**config.mk**
```make
export PLATFORM = sky130hd
export DESIGN_NAME = display_command_pixel_writer_core
export DESIGN_NICKNAME = d
export VERILOG_FILES = /design/src/hdl/dcpw_pkg.sv /design/src/hdl/dcpw_out_skid.sv /design/src/hdl/display_command_pixel_writer_core.sv
export SDC_FILE = /design/constraint.sdc
export NUM_CORES = 1
export LEC_CHECK = 0
export BUFFER_PORTS_ARGS = -buffer_cell sky130_fd_sc_hd__buf_2
export CAP_MARGIN = 20
export CORE_MARGIN = 2
export CORE_UTILIZATION = 50
export CTS_BUF_LIST = sky130_fd_sc_hd__clkbuf_4
export CTS_CLUSTER_SIZE = 24
export DETAILED_ROUTE_END_ITERATION = 12
export MAX_ROUTING_LAYER = met4
export PLACE_DENSITY = 0.71
export SLEW_MARGIN = 5
export SYNTH_ARGS = -nofsm -noshare
export SYNTH_HDL_FRONTEND = slang
export SYNTH_SLANG_ARGS = --single-unit
```
**constraint.sdc**
```tcl
create_clock -name clk -period 9.41 [get_ports clk]
set_clock_uncertainty 0.2 [all_clocks]
set_input_delay 0.4705 -clock clk [delete_from_list [all_inputs] [get_ports clk]]
set_output_delay 0.4705 -clock clk [all_outputs]
set_load 0.02 [all_outputs]
```
**src/hdl/dcpw_pkg.sv**
```systemverilog
package dcpw_pkg;

  // Display bus command codes
  localparam logic [7:0] CMD_COLUMN_SET     = 8'h2A;
  localparam logic [7:0] CMD_PAGE_SET       = 8'h2B;
  localparam logic [7:0] CMD_MEMORY_WRITE   = 8'h2C;
  localparam logic [7:0] CMD_ACCESS_CONTROL = 8'h36;

  // Access-control bits that pick the axis mapping
  localparam int unsigned MADCTL_MV_BIT = 5;
  localparam int unsigned MADCTL_MX_BIT = 6;

  // Parameter byte counter saturates here
  localparam logic [2:0] PARAM_COUNT_MAX = 3'd5;
  localparam logic [2:0] PARAM_COUNT_ONE = 3'd1;
  localparam logic [2:0] PARAM_COUNT_LAST = 3'd3;   // count before the fourth byte

  // Configuration register map
  localparam int unsigned CFG_INDEX_W = 4;
  localparam int unsigned CFG_DATA_W  = 9;
  localparam logic [CFG_INDEX_W-1:0] REG_FRAME_WIDTH  = 4'd0;
  localparam logic [CFG_INDEX_W-1:0] REG_FRAME_HEIGHT = 4'd1;

  localparam logic [8:0] FRAME_WIDTH_RESET  = 9'd320;
  localparam logic [7:0] FRAME_HEIGHT_RESET = 8'd240;

  typedef struct packed {
    logic [8:0]  frame_x;
    logic [7:0]  frame_y;
    logic [15:0] pixel_color;
  } pixel_t;

endpackage

```
**src/hdl/dcpw_out_skid.sv**
```systemverilog
module dcpw_out_skid (
  input  logic            clk,
  input  logic            rst_n,
  input  logic            push_valid,
  input  dcpw_pkg::pixel_t push_pix,
  output logic            full,
  output logic            out_valid,
  output dcpw_pkg::pixel_t out_pix,
  input  logic            out_stall
);
  import dcpw_pkg::*;

  logic   out_valid_r;
  logic   skid_valid_r;
  pixel_t out_pix_r;
  pixel_t skid_pix_r;
  logic   out_take;

  // push_valid is never high while the skid slot is occupied (full stalls input)
  assign out_take = out_valid_r & ~out_stall;

  always_ff @(posedge clk) begin
    if (!rst_n) begin
      out_valid_r  <= 1'b0;
      skid_valid_r <= 1'b0;
    end else begin
      if (skid_valid_r) begin
        if (out_take) begin
          out_valid_r  <= 1'b1;
          skid_valid_r <= 1'b0;
        end
      end else if (push_valid) begin
        if (!out_valid_r || out_take) begin
          out_valid_r <= 1'b1;
        end else begin
          skid_valid_r <= 1'b1;
        end
      end else if (out_take) begin
        out_valid_r <= 1'b0;
      end
    end
  end

  always_ff @(posedge clk) begin
    if (skid_valid_r) begin
      if (out_take) begin
        out_pix_r <= skid_pix_r;
      end
    end else if (push_valid) begin
      if (!out_valid_r || out_take) begin
        out_pix_r <= push_pix;
      end else begin
        skid_pix_r <= push_pix;
      end
    end
  end

  assign full      = skid_valid_r;
  assign out_valid = out_valid_r;
  assign out_pix   = out_pix_r;

endmodule

```
**src/hdl/display_command_pixel_writer_core.sv**
```systemverilog
// Display command pixel writer: takes one display-bus beat per clock (data/command bit plus
// byte), decodes column-set, page-set, access-control and memory-write commands, pairs
// pixel bytes (high first) into RGB565 and emits one result beat per pixel that maps
// inside the configured landscape frame. Command and parameter state update at the clock
// edge that accepts the beat, so an input beat is taken every cycle that in_stall is low;
// the pixel result is registered into the output stage by the beat carrying its low
// byte. A two-entry output stage (result register plus skid slot) lets input continue
// while a result waits; in_stall rises only when both entries are held by a stalled
// output. Pixels outside the frame still advance the cursor but produce no result.
// cfg_ready is always high; frame_width/frame_height should be written only while the
// block is idle. Writes to unknown register indexes are ignored. PANEL_COLUMNS/PANEL_ROWS
// set the panel size that limits cursor wrap and the portrait-to-landscape mapping.
module display_command_pixel_writer_core #(
  parameter int unsigned PANEL_COLUMNS = 240,
  parameter int unsigned PANEL_ROWS    = 320
) (
  input  logic                             clk,
  input  logic                             rst_n,
  // input beats
  input  logic                             in_valid,
  output logic                             in_stall,
  input  logic                             in_is_data,
  input  logic [7:0]                       in_data_byte,
  // result beats
  output logic                             out_valid,
  input  logic                             out_stall,
  output logic [8:0]                       out_frame_x,
  output logic [7:0]                       out_frame_y,
  output logic [15:0]                      out_pixel_color,
  // configuration writes
  input  logic                             cfg_valid,
  output logic                             cfg_ready,
  input  logic [dcpw_pkg::CFG_INDEX_W-1:0] cfg_index,
  input  logic [dcpw_pkg::CFG_DATA_W-1:0]  cfg_data
);
  import dcpw_pkg::*;

  localparam logic [15:0] COL_LIMIT = 16'(PANEL_COLUMNS);
  localparam logic [15:0] ROW_LIMIT = 16'(PANEL_ROWS);
  localparam logic [16:0] COL_LAST  = 17'(PANEL_COLUMNS - 1);
  localparam logic [16:0] ROW_LAST  = 17'(PANEL_ROWS - 1);

  // config
  logic [8:0]  frame_width_r;
  logic [7:0]  frame_height_r;

  // command state
  logic [7:0]  current_command_r;
  logic [7:0]  param_bytes_r [4];
  logic [2:0]  param_count_r;
  logic [15:0] win_x_start_r, win_x_end_r, win_y_start_r, win_y_end_r;
  logic [15:0] cursor_x_r, cursor_y_r;
  logic [7:0]  access_control_r;
  logic        in_pixel_mode_r;
  logic        low_byte_next_r;
  logic [7:0]  high_color_byte_r;

  logic        in_accept;
  logic        cmd_beat, param_beat, pixel_hi_beat, pixel_lo_beat;
  logic [2:0]  param_count_nxt;
  logic        load_col, load_page, load_madctl;

  // pixel datapath
  logic        swap_axes;
  logic [16:0] diff_x, diff_y;     // ROW_LAST - cursor_y, COL_LAST - cursor_x
  logic [15:0] fx, fy;
  logic        fx_neg, fy_neg;
  logic        in_frame;
  logic        push_valid;
  pixel_t      push_pix, out_pix;

  // cursor advance
  logic [15:0] cursor_x_inc, cursor_y_inc;
  logic [15:0] cursor_x_nxt, cursor_y_nxt;

  assign in_accept     = in_valid & ~in_stall;
  assign cmd_beat      = in_accept & ~in_is_data;
  assign param_beat    = in_accept & in_is_data & ~in_pixel_mode_r;
  assign pixel_hi_beat = in_accept & in_is_data & in_pixel_mode_r & ~low_byte_next_r;
  assign pixel_lo_beat = in_accept & in_is_data & in_pixel_mode_r & low_byte_next_r;

  assign param_count_nxt = (param_count_r < PARAM_COUNT_MAX) ? param_count_r + 3'd1
                                                              : param_count_r;
  assign load_col    = param_beat && current_command_r == CMD_COLUMN_SET
                       && param_count_r == PARAM_COUNT_LAST;
  assign load_page   = param_beat && current_command_r == CMD_PAGE_SET
                       && param_count_r == PARAM_COUNT_LAST;
  assign load_madctl = param_beat && current_command_r == CMD_ACCESS_CONTROL
                       && param_count_nxt == PARAM_COUNT_ONE;

  // Portrait panel -> landscape frame; negative results (borrow) never land in the frame
  assign swap_axes = access_control_r[MADCTL_MV_BIT] ^ access_control_r[MADCTL_MX_BIT];
  assign diff_x    = ROW_LAST - {1'b0, cursor_y_r};
  assign diff_y    = COL_LAST - {1'b0, cursor_x_r};

  always_comb begin
    if (!swap_axes) begin
      fx     = diff_x[15:0];
      fx_neg = diff_x[16];
      fy     = cursor_x_r;
      fy_neg = 1'b0;
    end else begin
      fx     = cursor_y_r;
      fx_neg = 1'b0;
      fy     = diff_y[15:0];
      fy_neg = diff_y[16];
    end
  end

  assign in_frame = !fx_neg && !fy_neg && (fx < {7'd0, frame_width_r})
                    && (fy < {8'd0, frame_height_r});

  assign push_valid           = pixel_lo_beat & in_frame;
  assign push_pix.frame_x     = fx[8:0];
  assign push_pix.frame_y     = fy[7:0];
  assign push_pix.pixel_color = {high_color_byte_r, in_data_byte};

  // Cursor steps along x, wraps to the window start and moves to the next row
  assign cursor_x_inc = cursor_x_r + 16'd1;
  assign cursor_y_inc = cursor_y_r + 16'd1;

  always_comb begin
    cursor_x_nxt = cursor_x_inc;
    cursor_y_nxt = cursor_y_r;
    if (cursor_x_inc > win_x_end_r || cursor_x_inc >= COL_LIMIT) begin
      cursor_x_nxt = win_x_start_r;
      if (cursor_y_inc > win_y_end_r || cursor_y_inc >= ROW_LIMIT) begin
        cursor_y_nxt = win_y_start_r;
      end else begin
        cursor_y_nxt = cursor_y_inc;
      end
    end
  end

  // configuration
  assign cfg_ready = 1'b1;

  always_ff @(posedge clk) begin
    if (!rst_n) begin
      frame_width_r  <= FRAME_WIDTH_RESET;
      frame_height_r <= FRAME_HEIGHT_RESET;
    end else if (cfg_valid && cfg_ready) begin
      if (cfg_index == REG_FRAME_WIDTH) begin
        frame_width_r <= cfg_data[8:0];
      end else if (cfg_index == REG_FRAME_HEIGHT) begin
        frame_height_r <= cfg_data[7:0];
      end
    end
  end

  // command / parameter / pixel state
  always_ff @(posedge clk) begin
    if (!rst_n) begin
      current_command_r <= '0;
      for (int i = 0; i < 4; i++) begin
        param_bytes_r[i] <= '0;
      end
      param_count_r     <= '0;
      win_x_start_r     <= '0;
      win_x_end_r       <= COL_LAST[15:0];
      win_y_start_r     <= '0;
      win_y_end_r       <= ROW_LAST[15:0];
      cursor_x_r        <= '0;
      cursor_y_r        <= '0;
      access_control_r  <= '0;
      in_pixel_mode_r   <= 1'b0;
      low_byte_next_r   <= 1'b0;
      high_color_byte_r <= '0;
    end else begin
      if (cmd_beat) begin
        current_command_r <= in_data_byte;
        param_count_r     <= '0;
        in_pixel_mode_r   <= (in_data_byte == CMD_MEMORY_WRITE);
        if (in_data_byte == CMD_MEMORY_WRITE) begin
          cursor_x_r      <= win_x_start_r;
          cursor_y_r      <= win_y_start_r;
          low_byte_next_r <= 1'b0;
        end
      end
      if (param_beat) begin
        if (!param_count_r[2]) begin
          param_bytes_r[param_count_r[1:0]] <= in_data_byte;
        end
        param_count_r <= param_count_nxt;
      end
      if (load_col) begin
        win_x_start_r <= {param_bytes_r[0], param_bytes_r[1]};
        win_x_end_r   <= {param_bytes_r[2], in_data_byte};
      end
      if (load_page) begin
        win_y_start_r <= {param_bytes_r[0], param_bytes_r[1]};
        win_y_end_r   <= {param_bytes_r[2], in_data_byte};
      end
      if (load_madctl) begin
        access_control_r <= in_data_byte;
      end
      if (pixel_hi_beat) begin
        high_color_byte_r <= in_data_byte;
        low_byte_next_r   <= 1'b1;
      end
      if (pixel_lo_beat) begin
        low_byte_next_r <= 1'b0;
        cursor_x_r      <= cursor_x_nxt;
        cursor_y_r      <= cursor_y_nxt;
      end
    end
  end

  // result register + skid slot
  dcpw_out_skid u_out_skid (
    .clk       (clk),
    .rst_n     (rst_n),
    .push_valid(push_valid),
    .push_pix  (push_pix),
    .full      (in_stall),
    .out_valid (out_valid),
    .out_pix   (out_pix),
    .out_stall (out_stall)
  );

  assign out_frame_x     = out_pix.frame_x;
  assign out_frame_y     = out_pix.frame_y;
  assign out_pixel_color = out_pix.pixel_color;

`ifndef SYNTHESIS
  // input only stalls when a result is held on the output
  a_stall_needs_output: assert property (@(posedge clk) disable iff (!rst_n)
    in_stall |-> out_valid)
    else $error("in_stall high with no pending result");

  a_pixel_mode_cmd: assert property (@(posedge clk) disable iff (!rst_n)
    in_pixel_mode_r |-> (current_command_r == CMD_MEMORY_WRITE))
    else $error("pixel mode outside memory-write");

  a_param_count_sat: assert property (@(posedge clk) disable iff (!rst_n)
    param_count_r <= PARAM_COUNT_MAX)
    else $error("parameter count beyond saturation");

  a_cmd_clears_count: assert property (@(posedge clk) disable iff (!rst_n)
    (in_valid && !in_stall && !in_is_data) |=> (param_count_r == 3'd0))
    else $error("command beat did not clear parameter count");

  // a result only follows a low-byte pixel beat
  a_result_source: assert property (@(posedge clk) disable iff (!rst_n)
    (out_valid && !$past(out_valid)) |-> $past(pixel_lo_beat))
    else $error("result without a pixel beat");
`endif

endmodule

```
Word-level counts from Yosys, hierarchy flattened
Memory sizes are Yosys's and may differ from the RTL's.
Cells that the tools add are included.

operators by class
  muxes and demuxes = 40
  add/subtract/negate cells = 5
  eq/ne operators = 10
  $lt $le $gt $ge = 7
  reduce and logical (&&, ||, !) cells = 34
  bitwise operators = 18

operator list
  operator               number
  $mux 16                11
  $mux 33                4
  $add 16x1->16 const B  2
  $eq 8x6->1 const B     4
  $gt 16x16->1           2
  $mux 1                 20
  $sub 8x16->17 const A  1
  $sub 9x16->17 const A  1
  $ge 16x8->1 const B    1
  $ge 16x9->1 const B    1
  $lt 16x8->1            1
  $lt 16x9->1            1
  $reduce_bool 2->1      8
  $reduce_and 3->1       5
  $and 1x1->1            9
  $logic_and 1x1->1      9
  $mux 3                 3
  $mux 8                 1
  $not 1->1              8
  $reduce_or 8->1        1
  $reduce_and 2->1       3
  $eq 4x1->1 const B     1
  $logic_not 4->1        1
  $add 3x1->3 const B    1
  11 further kinds       15

storage, ports and cells
  bits in registers = 209
  bits in writable memories = 32
  input port bits = 27
  memories = 1
  word-level logic and storage cells = 137

memories
  memory         words  width  read ports  clocked after memory_dff  wr ports  RTL line                                 source
  param_bytes_r  4      8      3           0                         4         display_command_pixel_writer_core.sv:49  logic [7:0] param_bytes_r [4];

Logic depth before layout (Yosys ltp)
Gate-level depths: netlist of the first run.

  depth in word-level cells = 9
  mapped depth = 16

Modules after synthesis
From an unflattened synthesis of the first run, not the netlist that was laid out.

unflattened totals
  cell total of the unflattened synthesis = 1187
  area total of the unflattened synthesis = 11508.5 um^2

modules (own cells, without submodules)
  module                             area an instance (um^2)  times used  cells each  sequential area each (um^2)
  display_command_pixel_writer_core  8886.0                   1           1072        3443.3
  dcpw_out_skid                      2622.5                   1           115         2021.9

Worst setup path after synthesis of the first run
Ideal clock, no wire load.

  path type = reg-to-reg
  from = register access_control_r[5]
  to = register u_out_skid.out_pix_r, in the netlist u_out_skid.out_pix[0] (enable)
  stages on the path, launching flop included = 13
  required time = 8.736 ns
  clock period less this slack = 5.846 ns
  slack = 3.564 ns
  data arrival time = 5.173 ns
  cell sequence = dfxtp_1 -> xor2_1 -> buf_2 -> buf_2 -> nand2_1 -> xnor2_1 -> ha_1 -> or4_1 -> nor4_1 -> nand3_1 -> nor4bb_1 -> nand4_1 -> a21boi_0

between the ends
  elaborated cells between the ends (all ways) = 15

RTL lines
  item                         RTL line                                  source
  from (decl)                  display_command_pixel_writer_core.sv:53   logic [7:0] access_control_r;
  from (signal assigned)       display_command_pixel_writer_core.sv:195  access_control_r <= in_data_byte;
  $xor 1x1->1                  display_command_pixel_writer_core.sv:92   assign swap_axes = access_control_r[MADCTL_MV_BIT] ^ access_control_r[MADCTL_MX_BIT];
  $mux 16                      display_command_pixel_writer_core.sv:97   if (!swap_axes) begin
  named net fy[7]              display_command_pixel_writer_core.sv:66   logic [15:0] fx, fy;
  $lt 16x8->1                  display_command_pixel_writer_core.sv:111  && (fy < {8'd0, frame_height_r});
  $logic_and 1x1->1            display_command_pixel_writer_core.sv:111
  $and 1x1->1                  display_command_pixel_writer_core.sv:113  assign push_valid = pixel_lo_beat & in_frame;
  $reduce_bool 2->1 (no line)  --
  $reduce_and 3->1 (no line)   --
  to (signal assigned)         dcpw_out_skid.sv:47                       out_pix_r <= skid_pix_r;
  to (signal assigned)         dcpw_out_skid.sv:51                       out_pix_r <= push_pix;
  to (decl)                    dcpw_out_skid.sv:15                       pixel_t out_pix_r;

The timed path passes the listed nets, and every way through them passes these cells.
A chain may end at the register's enable or synchronous reset.

Worst setup path in the final report of the first run
  from = register cursor_x_r[4]
  to = register cursor_y_r[7]

between the ends
  word-level cells in the longest chain between the ends = 5
  elaborated cells between the ends (all ways) = 6

RTL lines
  item                                         RTL line                                  source
  from (decl)                                  display_command_pixel_writer_core.sv:52   logic [15:0] cursor_x_r, cursor_y_r;
  from (signal assigned)                       display_command_pixel_writer_core.sv:175  cursor_x_r <= win_x_start_r;
  from (signal assigned)                       display_command_pixel_writer_core.sv:203  cursor_x_r <= cursor_x_nxt;
  $add 16x1->16 *                              display_command_pixel_writer_core.sv:119  assign cursor_x_inc = cursor_x_r + 16'd1;
  $gt 16x16->1 or $ge 16x8->1 (tied branches)  display_command_pixel_writer_core.sv:125  if (cursor_x_inc > win_x_end_r || cursor_x_inc >= COL_LIMIT) begin
  $logic_or 1x1->1 *                           display_command_pixel_writer_core.sv:125
  $ne 2x1->1 (no line) *                       --
  $reduce_and 3->1 (no line) *                 --
  to (signal assigned)                         display_command_pixel_writer_core.sv:176  cursor_y_r <= win_y_start_r;
  to (signal assigned)                         display_command_pixel_writer_core.sv:204  cursor_y_r <= cursor_y_nxt;
  to (decl)                                    display_command_pixel_writer_core.sv:52

Every way passes the cells marked *; elsewhere a longest branch is shown, timed or not.

==> implementation parameters, run 1 <==
Parameter                              Value

Finish
  Synthesis-to-finish area growth ... 12.8%
  Summed area of non-filler cells in the final layout ... 0.0128 sq mm
  Fin cells ... 1,596
  Leading cell type in the layout, fill and taps excluded ... nand2_1
  Net count, final ... about 1,300
  Final Core Density ... 56.9%
  Commonest cells after routing, fill and taps aside ... nand2_1, dfxtp_1, clkbuf_4
  Fraction of layout cells with a size suffix above 1 ... 18.0%

Global route
  Vias in the first global route ... between 8,000 and 9,000
  Wire length of the first global-routing pass ... 44.1 mm
  Total global routing track utilization ... 23.9%
  Pin count of the biggest net entering global routing ... 99
  Overall overflow remaining after global route ... 0
  Initial antenna violation count ... 1

Power and ir drop
  Internal cell power ... between 1.5 and 2 mW
  Post-route total power ... 1.96 mW
  Switching power share of the total ... 22.4%
  Power dissipated by switching net loads ... 439 uW
  Leak ... 4.99 nW
  Clock power share ... 44.5%
  Share of total power in combinational logic ... under 10%
  Power density over the cells ... 153 mW/mm^2
  Highest ir drop seen on vdd ... 0.0967 mV
  Register share of total power ... a little over half

Routing
  Length of the first detailed-routing pass in iterations ... 5
  Final wirelength ... ~28 mm
  First-iteration detailed-routing DRC count ... 513
  DRC ... 0
  Detail Route Antenna Nets ... 0
  Via count of the routed design ... 8,766
  Mean routed wirelength per cell ... 17.3 um
  DR vias/cell ... 5.49

Min path
  Hold depth ... 5
  Path class of the lowest-slack min-delay path ... primary input to flop

Run status
  Result of the run ... finished clean

Logic synthesis
  Synth unique cells ... 73
  Post-synth EDFFs ... 90
  Fraction of the yosys area taken by sequential cells ... 48.3%
  Mapped Nets ... 1,267
  Synth Warn # ... 0
  Average cell area after synthesis ... 9.54 sq um
  #FFs+latches synth ... between 200 and 250
  Prevailing post-synth register cell ... dfxtp_1
  Share of flip-flops with an asynchronous set or reset after synthesis ... 0%
  Total standard cell area after synthesis ... 0.0113 sq mm
  Cells after Synth ... 1,185

Setup path
  Required @ worst endpoint ... 9.83 ns
  Library cell contributing the largest single delay on the critical path ... dfxtp_1
  Startpoint type of the worst setup path ... flop
  Worst setup EP type ... flop
  Crit path max fanout ... 18
  Crit path arrival time ... 4.94 ns
  Cell count of the worst reg-to-reg path ... 12
  Crit path cell chain ... ha_1, nand3_1, nor4_1, xnor2_1, ha_1, nand4_1, nor4_1, o21ai_0, a22o_1, a21oi_2, nand2_1, o22ai_1
  Critical Setup Path Class ... flop to flop
  Delay of the slowest cell on the worst path ... 0.66 ns

Floorplanning
  Core Box Area ... 0.0224 sq mm
  Overall die height ... 154 um
  Cell Rows ... 55
  Die Wd ... about 150 um
  Initial core utilization ... 50.4%
  Number of placed I/O pins ... 63
  Overall die area ... roughly 0.024 sq mm

Clock network
  Clock Path Buffers ... 3
  Clk Latency, worst-skew pair ... 0.70 ns
  Root buf cell ... clkbuf_4
  Clock tree from TritonCTS ... built
  Clock transition at the register clock pins on the worst setup and hold paths after CTS ... around 0.070 ns
  H-tree depth ... 2
  Sinks on the clock net ... 228
  Post-CTS setup buffer count ... 0
  CTS buffer count ... 59
  Number of gates resized after cts ... 0

STA
  Worst-margin pin slew ... about 1.1 ns
  Final-layout setup total negative slack ... 0 ns
  Post-layout worst setup margin ... 4.89 ns
  Final hold slack ... 0.0571 ns
  Ratio of final minimum period to clock period ... 48.1%
  Final-report setup violation count ... 0
  Final hold violations ... 0
  Max-slew violation count ... 0
  Fmax ... 221 MHz
  Min Clock Period, post-route ... approximately 4.5 ns
  Max-slew headroom ... 25.7%
  Setup repair after global routing missed its margin ... false

Job
  Max cap viols ... 0

Placed design
  Routability Congestion ... 0.869
  DPL Wire Length ... around 19 mm
  Count of input and output buffers ... 61
  Count of placed standard cells including taps ... 1,467
  Area after DPL ... 0.0118 sq mm
  Post-Place Worst Slack ... 4.95 ns
==> kinds of logic (layout without fill, tap and decap cells) <==
logic type	Yosys count	after routing	share of synthesized area [%]
buf+inv	140	265	5.03
xor+xnor	50	50	3.99
fa+ha+maj	55	55	6.09
other cells	1	2	0.0332
mux	67	67	6.27
simple gates	437	437	19.1
flops	228	228	48.3
compound gates	207	207	11.1
==> power by group through the flow <==
stage	logic (mW)	registers (mW)	clock network [mW]
after global placement	0.0449	1.06	0
after floorplan	0.0259	1.05	0
final	0.0514	1.03	0.870
after detailed placement	0.0458	1.06	0
after global routing	0.0565	1.03	0.937
after CTS	0.0517	1.03	0.887
==> layout make-up <==
type / instances / area (sq um)
diodes: 1 / 2.50
clock buffers: 99 / 743
clock inverters: 9 / 40.0
fillers: 1994 / 9680
inverters: 66 / 248
multi-input cells: 817 / 5310
flip-flops and latches: 228 / 5470
well taps: 285 / 357
repair buffers: 91 / 596
==> path summary, 6_finish.rpt <==
path | from | end | slack [ns]
setup / recovery | cursor_x_r[4] | cursor_y_r[7] | 4.89
hold / removal | in_is_data | current_command_r[0] | 0.06
setup reg to reg | cursor_x_r[4] | cursor_y_r[7] | 4.89
hold reg to reg | high_color_byte_r[7] | u_out_skid.skid_pix_r[15] | 0.25
==> critical path, delay by kind of cell, from the launching register on <==
kind	cells	cell delay (ns)
simple gates	5	1.48
xor+xnor	1	0.13
compound gates	4	1.36
flops	1	0.66
fa+ha+maj	2	0.64
==> Yosys cell counts (13+ instances only) <==
master | count | area (sq um)
dfxtp_1 | 138 | 2760
inv_1 | 66 | 248
and2_1 | 29 | 181
mux2i_1 | 36 | 360
nand4_1 | 16 | 100
o21ai_0 | 27 | 135
xnor2_1 | 35 | 307
nor2_1 | 56 | 210
ha_1 | 55 | 688
nand2_1 | 201 | 754
mux2_2 | 31 | 349
buf_2 | 16 | 80.1
nand3_1 | 49 | 245
edfxtp_1 | 90 | 2700
xor2_1 | 14 | 123
a21oi_1 | 95 | 475
clkbuf_1 | 41 | 154
o211ai_1 | 19 | 143
a31oi_1 | 13 | 81.3
nor3_1 | 14 | 70.1
==> routing by layer <==
metal | GRT usage, % | share of wire (%)
met1 | 32.1 | 47
met5 | - | 0
met3 | 3.84 | 5.1
met4 | 7.45 | 2.0
met2 | 37.5 | 46
==> timing repair <==
action	4_1_cts	5_1_grt
endpoints found under the hold margin	51	0
endpoints found under the setup margin	0	0
hold buffers	18	0
No activity file was read; power rests on OpenSTA's default activity.
==> run 2: changes to the inputs <==
--- a/config.mk
+++ b/config.mk
@@ -13,7 +13,7 @@
 export CTS_CLUSTER_SIZE = 24
 export DETAILED_ROUTE_END_ITERATION = 12
 export MAX_ROUTING_LAYER = met4
-export PLACE_DENSITY = 0.71
+export PLACE_DENSITY = 0.74
 export SLEW_MARGIN = 5
 export SYNTH_ARGS = -nofsm -noshare
 export SYNTH_HDL_FRONTEND = slang
==> constraint.sdc (replaced) <==
create_clock -name clk -period 3.7 [get_ports clk]
set_clock_uncertainty 0.2 [all_clocks]
set_input_delay 0.185 -clock clk [delete_from_list [all_inputs] [get_ports clk]]
set_output_delay 0.185 -clock clk [all_outputs]
set_load 0.02 [all_outputs]
==> implementation parameters, run 2 (synthesized netlist as in run 1, its figures left out) <==
Parameter                              Value

Setup path
  Setup slack of the worst register-to-register path ... 0.14 ns (-4.75 ns)
  Crit path arrival time ... 3.98 ns (-0.96 ns)
  Critical Setup Path Class ... flop to flop
  Critical R2R Capture ... cursor_y_r[0]
  Cell seen most often among critical-path stages ... nor4_2
  Delay of the slowest cell on the worst path ... 0.48 ns (-0.18 ns)
  Cell count of the worst reg-to-reg path ... 13 (+1)
  Crit path cell chain ... buf_4, nand4_4, nor4_2, xnor2_1, inv_1, ha_1, nand4_1, nor4_2, o21ai_0, a22o_2, and2_4, or4_1, a31oi_1
  Required @ worst endpoint ... 4.12 ns (-5.71 ns)
  Worst setup EP type ... flop
  Library cell contributing the largest single delay on the critical path ... or4_1
  Origin of the critical flop-to-flop path ... cursor_x_r[4]
  CP Capture Point ... cursor_y_r[0]
  CP startpoint ... cursor_x_r[4]
  Startpoint type of the worst setup path ... flop
  Crit path max fanout ... 10 (-8)

Run status
  Result of the run ... finished clean

Clock network
  Clock tree from TritonCTS ... built
  Sinks on the clock net ... 228 (unchanged)
  H-tree depth ... 2 (unchanged)
  Clock transition at the register clock pins on the worst setup and hold paths after CTS ... 0.07 ns (about the same)
  Root buf cell ... clkbuf_4
  CTS buffer count ... 59 (unchanged)
  Clk Latency, worst-skew pair ... 0.73 ns (+0.03 ns)
  Clock Path Buffers ... 3 (unchanged)

Placed design
  Area after DPL ... 0.0122 sq mm (+3.9%)
  Routability Congestion ... 0.850 (-2.2%)
  DPL Wire Length ... 19.8 mm (+5.3%)
  Post-Place Worst Slack ... -0.0214 ns (-4.98 ns)
  Count of input and output buffers ... 61 (unchanged)

Global route
  Initial antenna violation count ... 1 (unchanged)
  Overall overflow remaining after global route ... 0 (unchanged)
  Wire length of the first global-routing pass ... 47.2 mm (+6.9%)
  Routing layer with the top usage in global route ... met2
  Pin count of the biggest net entering global routing ... 82 (-17%)
  Met3 track utilization from global routing ... 4.06% (+0.22 points)
  Total global routing track utilization ... 25.3% (+1.4 points)
  Met2 usage ... 41.4% (+4.0 points)
  Vias in the first global route ... 9,247 (+9.6%)
  GRT met1 Usage ... 32.3% (+0.13 points)

Finish
  Count of fill cells added during filler insertion ... 1,840 (-7.7%)
  Leading cell type in the layout, fill and taps excluded ... nand2_1
  Commonest cells after routing, fill and taps aside ... nand2_1, dfxtp_1, clkbuf_4
  Fraction of layout cells with a size suffix above 1 ... 22.2% (+4.1 points)
  FF+latch area ... 0.00548 sq mm (+0.25%)
  Synthesis-to-finish area growth ... 20.6%
  Summed area of non-filler cells in the final layout ... 0.0136 sq mm (+6.9%)
  Area of the multi-input gates ... 0.00541 sq mm (+1.9%)
  Net count, final ... 1,426 (+6.0%)
  Final Core Density ... 60.8% (+3.9 points)

Min path
  Min-delay src ... cfg_data[4]
  Path class of the lowest-slack min-delay path ... primary input to flop

Routing
  Mean routed wirelength per cell ... 17.4 um (+0.52%)
  DR vias/cell ... 5.54 (+0.84%)
  Final wirelength ... 29.2 mm (+5.9%)
  Detail Route Antenna Nets ... 0 (unchanged)
  First-iteration detailed-routing DRC count ... 714 (+39%)
  DRC ... 0 (unchanged)
  Length of the first detailed-routing pass in iterations ... 7 (+2)
  Via count of the routed design ... 9,310 (+6.2%)

Floorplanning
  Core Box Area ... 0.0224 sq mm (unchanged)
  Initial core utilization ... 50.4% (unchanged)
  Number of placed I/O pins ... 63 (unchanged)
  Overall die height ... 154 um (unchanged)
  Die Wd ... 154 um (unchanged)
  Overall die area ... 0.0238 sq mm (unchanged)
  Cell Rows ... 55 (unchanged)

STA
  Max-slew violation count ... 0 (unchanged)
  Max-slew headroom ... 30.9% (+5.3 points)
  Final hold slack ... 0.110 ns (+0.0533 ns)
  Final hold violations ... 0 (unchanged)
  Worst-margin pin slew ... 1.03 ns (-0.0828 ns)
  Setup repair after global routing missed its margin ... true
  Fmax ... 281 MHz (+27%)
  Ratio of final minimum period to clock period ... 96.2% (+48 points)
  Final-report setup violation count ... 0 (unchanged)
  Min Clock Period, post-route ... 3.56 ns (-0.962 ns)
  Post-layout worst setup margin ... 0.139 ns (-4.75 ns)

Power and ir drop
  Switching power share of the total ... 22.9% (+0.45 points)
  Clock power share ... 45.2% (+0.7 points)
  Register share of total power ... 51.8% (-1.1 points)
  Share of total power in combinational logic ... 3.0% (+0.4 points)
  Highest ir drop seen on vdd ... 0.213 mV (+120%)
  Power dissipated by switching net loads ... 1.16 mW (+170%)
  Leak ... 5.43 nW (+8.9%)
  Power density over the cells ... 373 mW/mm^2 (+140%)
  Internal cell power ... 3.92 mW (+160%)

Job
  Max cap viols ... 0 (unchanged)
[run 2: cell types whose count changed in the layout (fill, tap and decap cells not counted), moves of 3 or more]
cell           before  now
buf_4              10   56
dlygate4sd3_1      18   50
dfxtp_1           137  130
dfxtp_2             1    6
buf_12              1    5
clkbuf_4           99  102
xnor2_1            35   32
[run 2: how the worst min path moves through the flow]
stage / to / slack (ns) / depth (start not counted)
final: frame_width_r[4] / 0.11 / 4
after global placement: frame_width_r[8] / 0.21 / 3
after CTS: frame_width_r[4] / 0.05 / 4
after detailed placement: frame_width_r[8] / 0.22 / 3
after floorplan: u_out_skid.skid_pix_r[0] / 0.08 / 0
after global routing: frame_width_r[6] / 0.1 / 4
[run 2: stage by stage]
stage	total power, mW	cells	setup TNS, ns
finish	5.08	1681	0
global route	5.29	1681	-0.0725
CTS	5.13	1675	0
detailed placement	2.80	1513	-0.0214
global placement	2.80	1513	0
floorplan	2.75	1185	0
[run 2: what timing repair did]
item | 4_1_cts | 5_1_grt
gates cloned | 0 | 0
resized for setup | 3 | 14
endpoints found under the hold margin | 172 | 0
hold buffers | 50 | 0
setup endpoints to repair | 1 | 32
buffers inserted | 0 | 5
pin swaps | 0 | 2
[run 2: power by group through the flow]
stage	Sequential [mW]	Clock, mW	Combinational, mW
floorplan	2.68	0	0.0658
global placement	2.69	0	0.114
detailed placement	2.69	0	0.117
CTS	2.63	2.35	0.150
global route	2.63	2.49	0.165
finish	2.63	2.30	0.154
[run 2: worst max-delay path, delay by kind of cell, from the launching register on]
family	cells	cell delay, ns
xor+xnor	1	0.22
simple gates	6	1.52
fa+ha+maj	1	0.29
buf+inv	2	0.28
flops	1	0.35
compound gates	3	0.63
[run 2: layout make-up]
type	instances	area share (%)
flip-flops and latches	228	40.2
diodes	1	0.0183
well taps	285	2.61
clock inverters	10	0.404
clock buffers	102	5.61
repair buffers	172	9.72
multi-input cells	817	39.6
inverters	66	1.82
[run 2: routing by layer]
metal	routed length, um	vias up	share of wire, %
met1	13100	4472	45
met3	1490	54	5.1
met5	0	-	0
met4	690	0	2.4
met2	13900	284	48
li1	-	4500	-
==> run 3: changes to the inputs <==
--- a/config.mk
+++ b/config.mk
@@ -7,13 +7,14 @@
 export LEC_CHECK = 0
 export BUFFER_PORTS_ARGS = -buffer_cell sky130_fd_sc_hd__buf_2
 export CAP_MARGIN = 20
+export CORE_ASPECT_RATIO = 1.25
 export CORE_MARGIN = 2
-export CORE_UTILIZATION = 50
+export CORE_UTILIZATION = 40
 export CTS_BUF_LIST = sky130_fd_sc_hd__clkbuf_4
 export CTS_CLUSTER_SIZE = 24
 export DETAILED_ROUTE_END_ITERATION = 12
 export MAX_ROUTING_LAYER = met4
-export PLACE_DENSITY = 0.74
+export PLACE_DENSITY = 0.62
 export SLEW_MARGIN = 5
 export SYNTH_ARGS = -nofsm -noshare
 export SYNTH_HDL_FRONTEND = slang
==> constraint.sdc (replaced) <==
create_clock -name clk -period 3.7 [get_ports clk]
set_clock_uncertainty 0.2 [all_clocks]
set_input_delay 0.555 -clock clk [delete_from_list [all_inputs] [get_ports clk]]
set_output_delay 0.555 -clock clk [all_outputs]
set_load 0.02 [all_outputs]
==> implementation parameters, run 3 (synthesized netlist as in run 1, its figures left out) <==
Parameter                              Value

Floorplanning
  Cell Rows ... 68 (+24%)
  Core Box Area ... 0.0277 sq mm (+24%)
  Die Wd ... 154 um (unchanged)
  Number of placed I/O pins ... 63 (unchanged)
  Initial core utilization ... 40.8% (-9.6 points)
  Overall die height ... 192 um (+24%)
  Overall die area ... 0.0296 sq mm (+24%)

Placed design
  Area after DPL ... 0.0124 sq mm (+1.9%)
  Post-Place Worst Slack ... 0.0364 ns (+0.0578 ns)
  DPL Wire Length ... 21.1 mm (+6.6%)
  Count of input and output buffers ... 61 (unchanged)
  Count of placed standard cells including taps ... 1,594 (+5.4%)
  Routability Congestion ... 0.873 (+2.7%)

Routing
  Routed wire length on met3 ... 1.18 mm (-21%)
  Length of the first detailed-routing pass in iterations ... 5 (-2)
  Met2 Routed Length ... 15.1 mm (+8.4%)
  WL met1 ... 12.1 mm (-7.1%)
  Top layer used by detailed routing ... met4
  DR vias/cell ... 5.23 (-5.6%)
  Detail Route Antenna Nets ... 0 (unchanged)
  Mean routed wirelength per cell ... 17.1 um (-1.8%)
  DRC ... 0 (unchanged)
  Via count of the routed design ... 8,959 (-3.8%)
  Final wirelength ... 29.2 mm (about the same)
  First-iteration detailed-routing DRC count ... 431 (-40%)

STA
  Final hold slack ... 0.0554 ns (-0.0550 ns)
  Post-layout worst setup margin ... 0.171 ns (+0.0320 ns)
  Final-report setup violation count ... 0 (unchanged)
  Min Clock Period, post-route ... 3.53 ns (-0.0320 ns)
  Final-layout setup total negative slack ... 0 ns (unchanged)
  Max-slew headroom ... 30.3% (-0.60 points)
  Final hold violations ... 0 (unchanged)
  Ratio of final minimum period to clock period ... 95.4% (-0.86 points)
  Max-slew violation count ... 0 (unchanged)
  Fmax ... 283 MHz (+0.91%)
  Worst-margin pin slew ... 1.05 ns (+0.0129 ns)

Setup path
  Required @ worst endpoint ... 4.11 ns (about the same)
  Crit path arrival time ... 3.94 ns (-0.04 ns)
  Startpoint type of the worst setup path ... flop
  Cell seen most often among critical-path stages ... nor4_2
  Crit path cell chain ... ha_2, nand3_4, nor4_2, xnor2_1, ha_1, nand4_1, nor4_2, o21ai_0, a22o_2, and2_4, or4_1, a31oi_1
  Cell type group with the largest total delay on the critical path ... simple AND/OR/NAND/NOR gates
  Library cell contributing the largest single delay on the critical path ... or4_1
  Delay of the slowest cell on the worst path ... 0.46 ns (-0.02 ns)
  Critical Setup Path Class ... flop to flop
  Worst setup EP type ... flop
  Worst Path Buf+Inv ... 0 (-2)
  Crit path max fanout ... 7 (-3)

Clock network
  Root buf cell ... clkbuf_4
  H-tree depth ... 2 (unchanged)
  Clk Latency, worst-skew pair ... 0.73 ns (about the same)
  CTS buffer count ... 56 (-5.1%)
  Sinks on the clock net ... 228 (unchanged)
  Clock transition at the register clock pins on the worst setup and hold paths after CTS ... 0.07 ns (about the same)
  Clock Path Buffers ... 3 (unchanged)
  Clock tree from TritonCTS ... built

Job
  Max cap viols ... 0 (unchanged)

Min path
  Path class of the lowest-slack min-delay path ... primary input to flop

Finish
  Fin cells ... 1,713 (+1.9%)
  Summed area of non-filler cells in the final layout ... 0.0134 sq mm (-2.0%)
  Commonest cells after routing, fill and taps aside ... nand2_1, dfxtp_1, a21oi_1
  Leading cell type in the layout, fill and taps excluded ... nand2_1
  Synthesis-to-finish area growth ... 18.2%
  Count of fill cells added during filler insertion ... 2,626 (+43%)
  Fraction of layout cells with a size suffix above 1 ... 22.4% (+0.24 points)
  FF+latch area ... 0.00549 sq mm (+0.14%)
  Net count, final ... 1,396 (-2.1%)
  Area of the multi-input gates ... 0.00541 sq mm (about the same)

Global route
  Total global routing track utilization ... 20.5% (-4.8 points)
  Pin count of the biggest net entering global routing ... 86 (+4.9%)
  Initial antenna violation count ... 1 (unchanged)
  Vias in the first global route ... 8,867 (-4.1%)
  Overall overflow remaining after global route ... 0 (unchanged)
  Wire length of the first global-routing pass ... 46.4 mm (-1.7%)

Power and ir drop
  Power density over the cells ... 361 mW/mm^2 (-3.0%)
  Leak ... 5.27 nW (-2.9%)
  Highest ir drop seen on vdd ... 0.144 mV (-32%)

Run status
  Result of the run ... finished clean
run 3: what timing repair did:
action / 4_1_cts / 5_1_grt
resized for setup: 0 / 22
hold endpoints to repair: 26 / 0
hold buffers: 12 / 0
buffers inserted: 0 / 0
setup endpoints to repair: 0 / 65
run 3: power by group:
group / switching (mW) / internal [mW] / total (mW)
combinational: 0.0874 / 0.0488 / 0.136
clock: 1.02 / 1.04 / 2.06
sequential: 0.0171 / 2.61 / 2.63
total: 1.13 / 3.70 / 4.83
run 3: worst paths after layout:
kind	cells past startpoint	slack, ns	startpoint	to
worst max register to register	12	0.17	cursor_x_r[1]	cursor_y_r[0]
worst min-delay path	4	0.06	in_data_byte[1]	in_pixel_mode_r
worst max-delay path	12	0.17	cursor_x_r[1]	cursor_y_r[0]
worst min register to register	2	0.25	win_y_end_r[6]	win_y_end_r[6]
run 3: final cells by class:
cell class / count / share of cell area [%]
Clock buffer: 76 / 4.27
Multi-Input combinational cell: 817 / 40.5
Clock inverter: 30 / 1.14
Antenna cell: 1 / 0.0187
Tap cell: 350 / 3.28
Inverter: 66 / 1.86
Timing Repair Buffer: 145 / 7.88
Sequential cell: 228 / 41.1
run 3: layer usage:
metal,track usage [%],vias to the layer above
met2,36.5,227
li1,-,4446
met5,-,-
met1,23.3,4235
met4,8.01,0
met3,3.11,51
run 3: through the flow:
step	util [%]	power, mW
after floorplan	-	2.75
after global placement	44.9	2.81
after detailed placement	44.9	2.82
after CTS	47.9	4.90
after global routing	48.2	5.03
final	48.2	4.83
run 3: tightest hold or removal path: cells and delay by family:
| family | cells | cell delay [ns] |
|---|---|---|
| AO/OA/AOI/OAI | 1 | 0.06 |
| buffers and inverters | 1 | 0.09 |
| AND/OR/NAND/NOR | 2 | 0.20 |
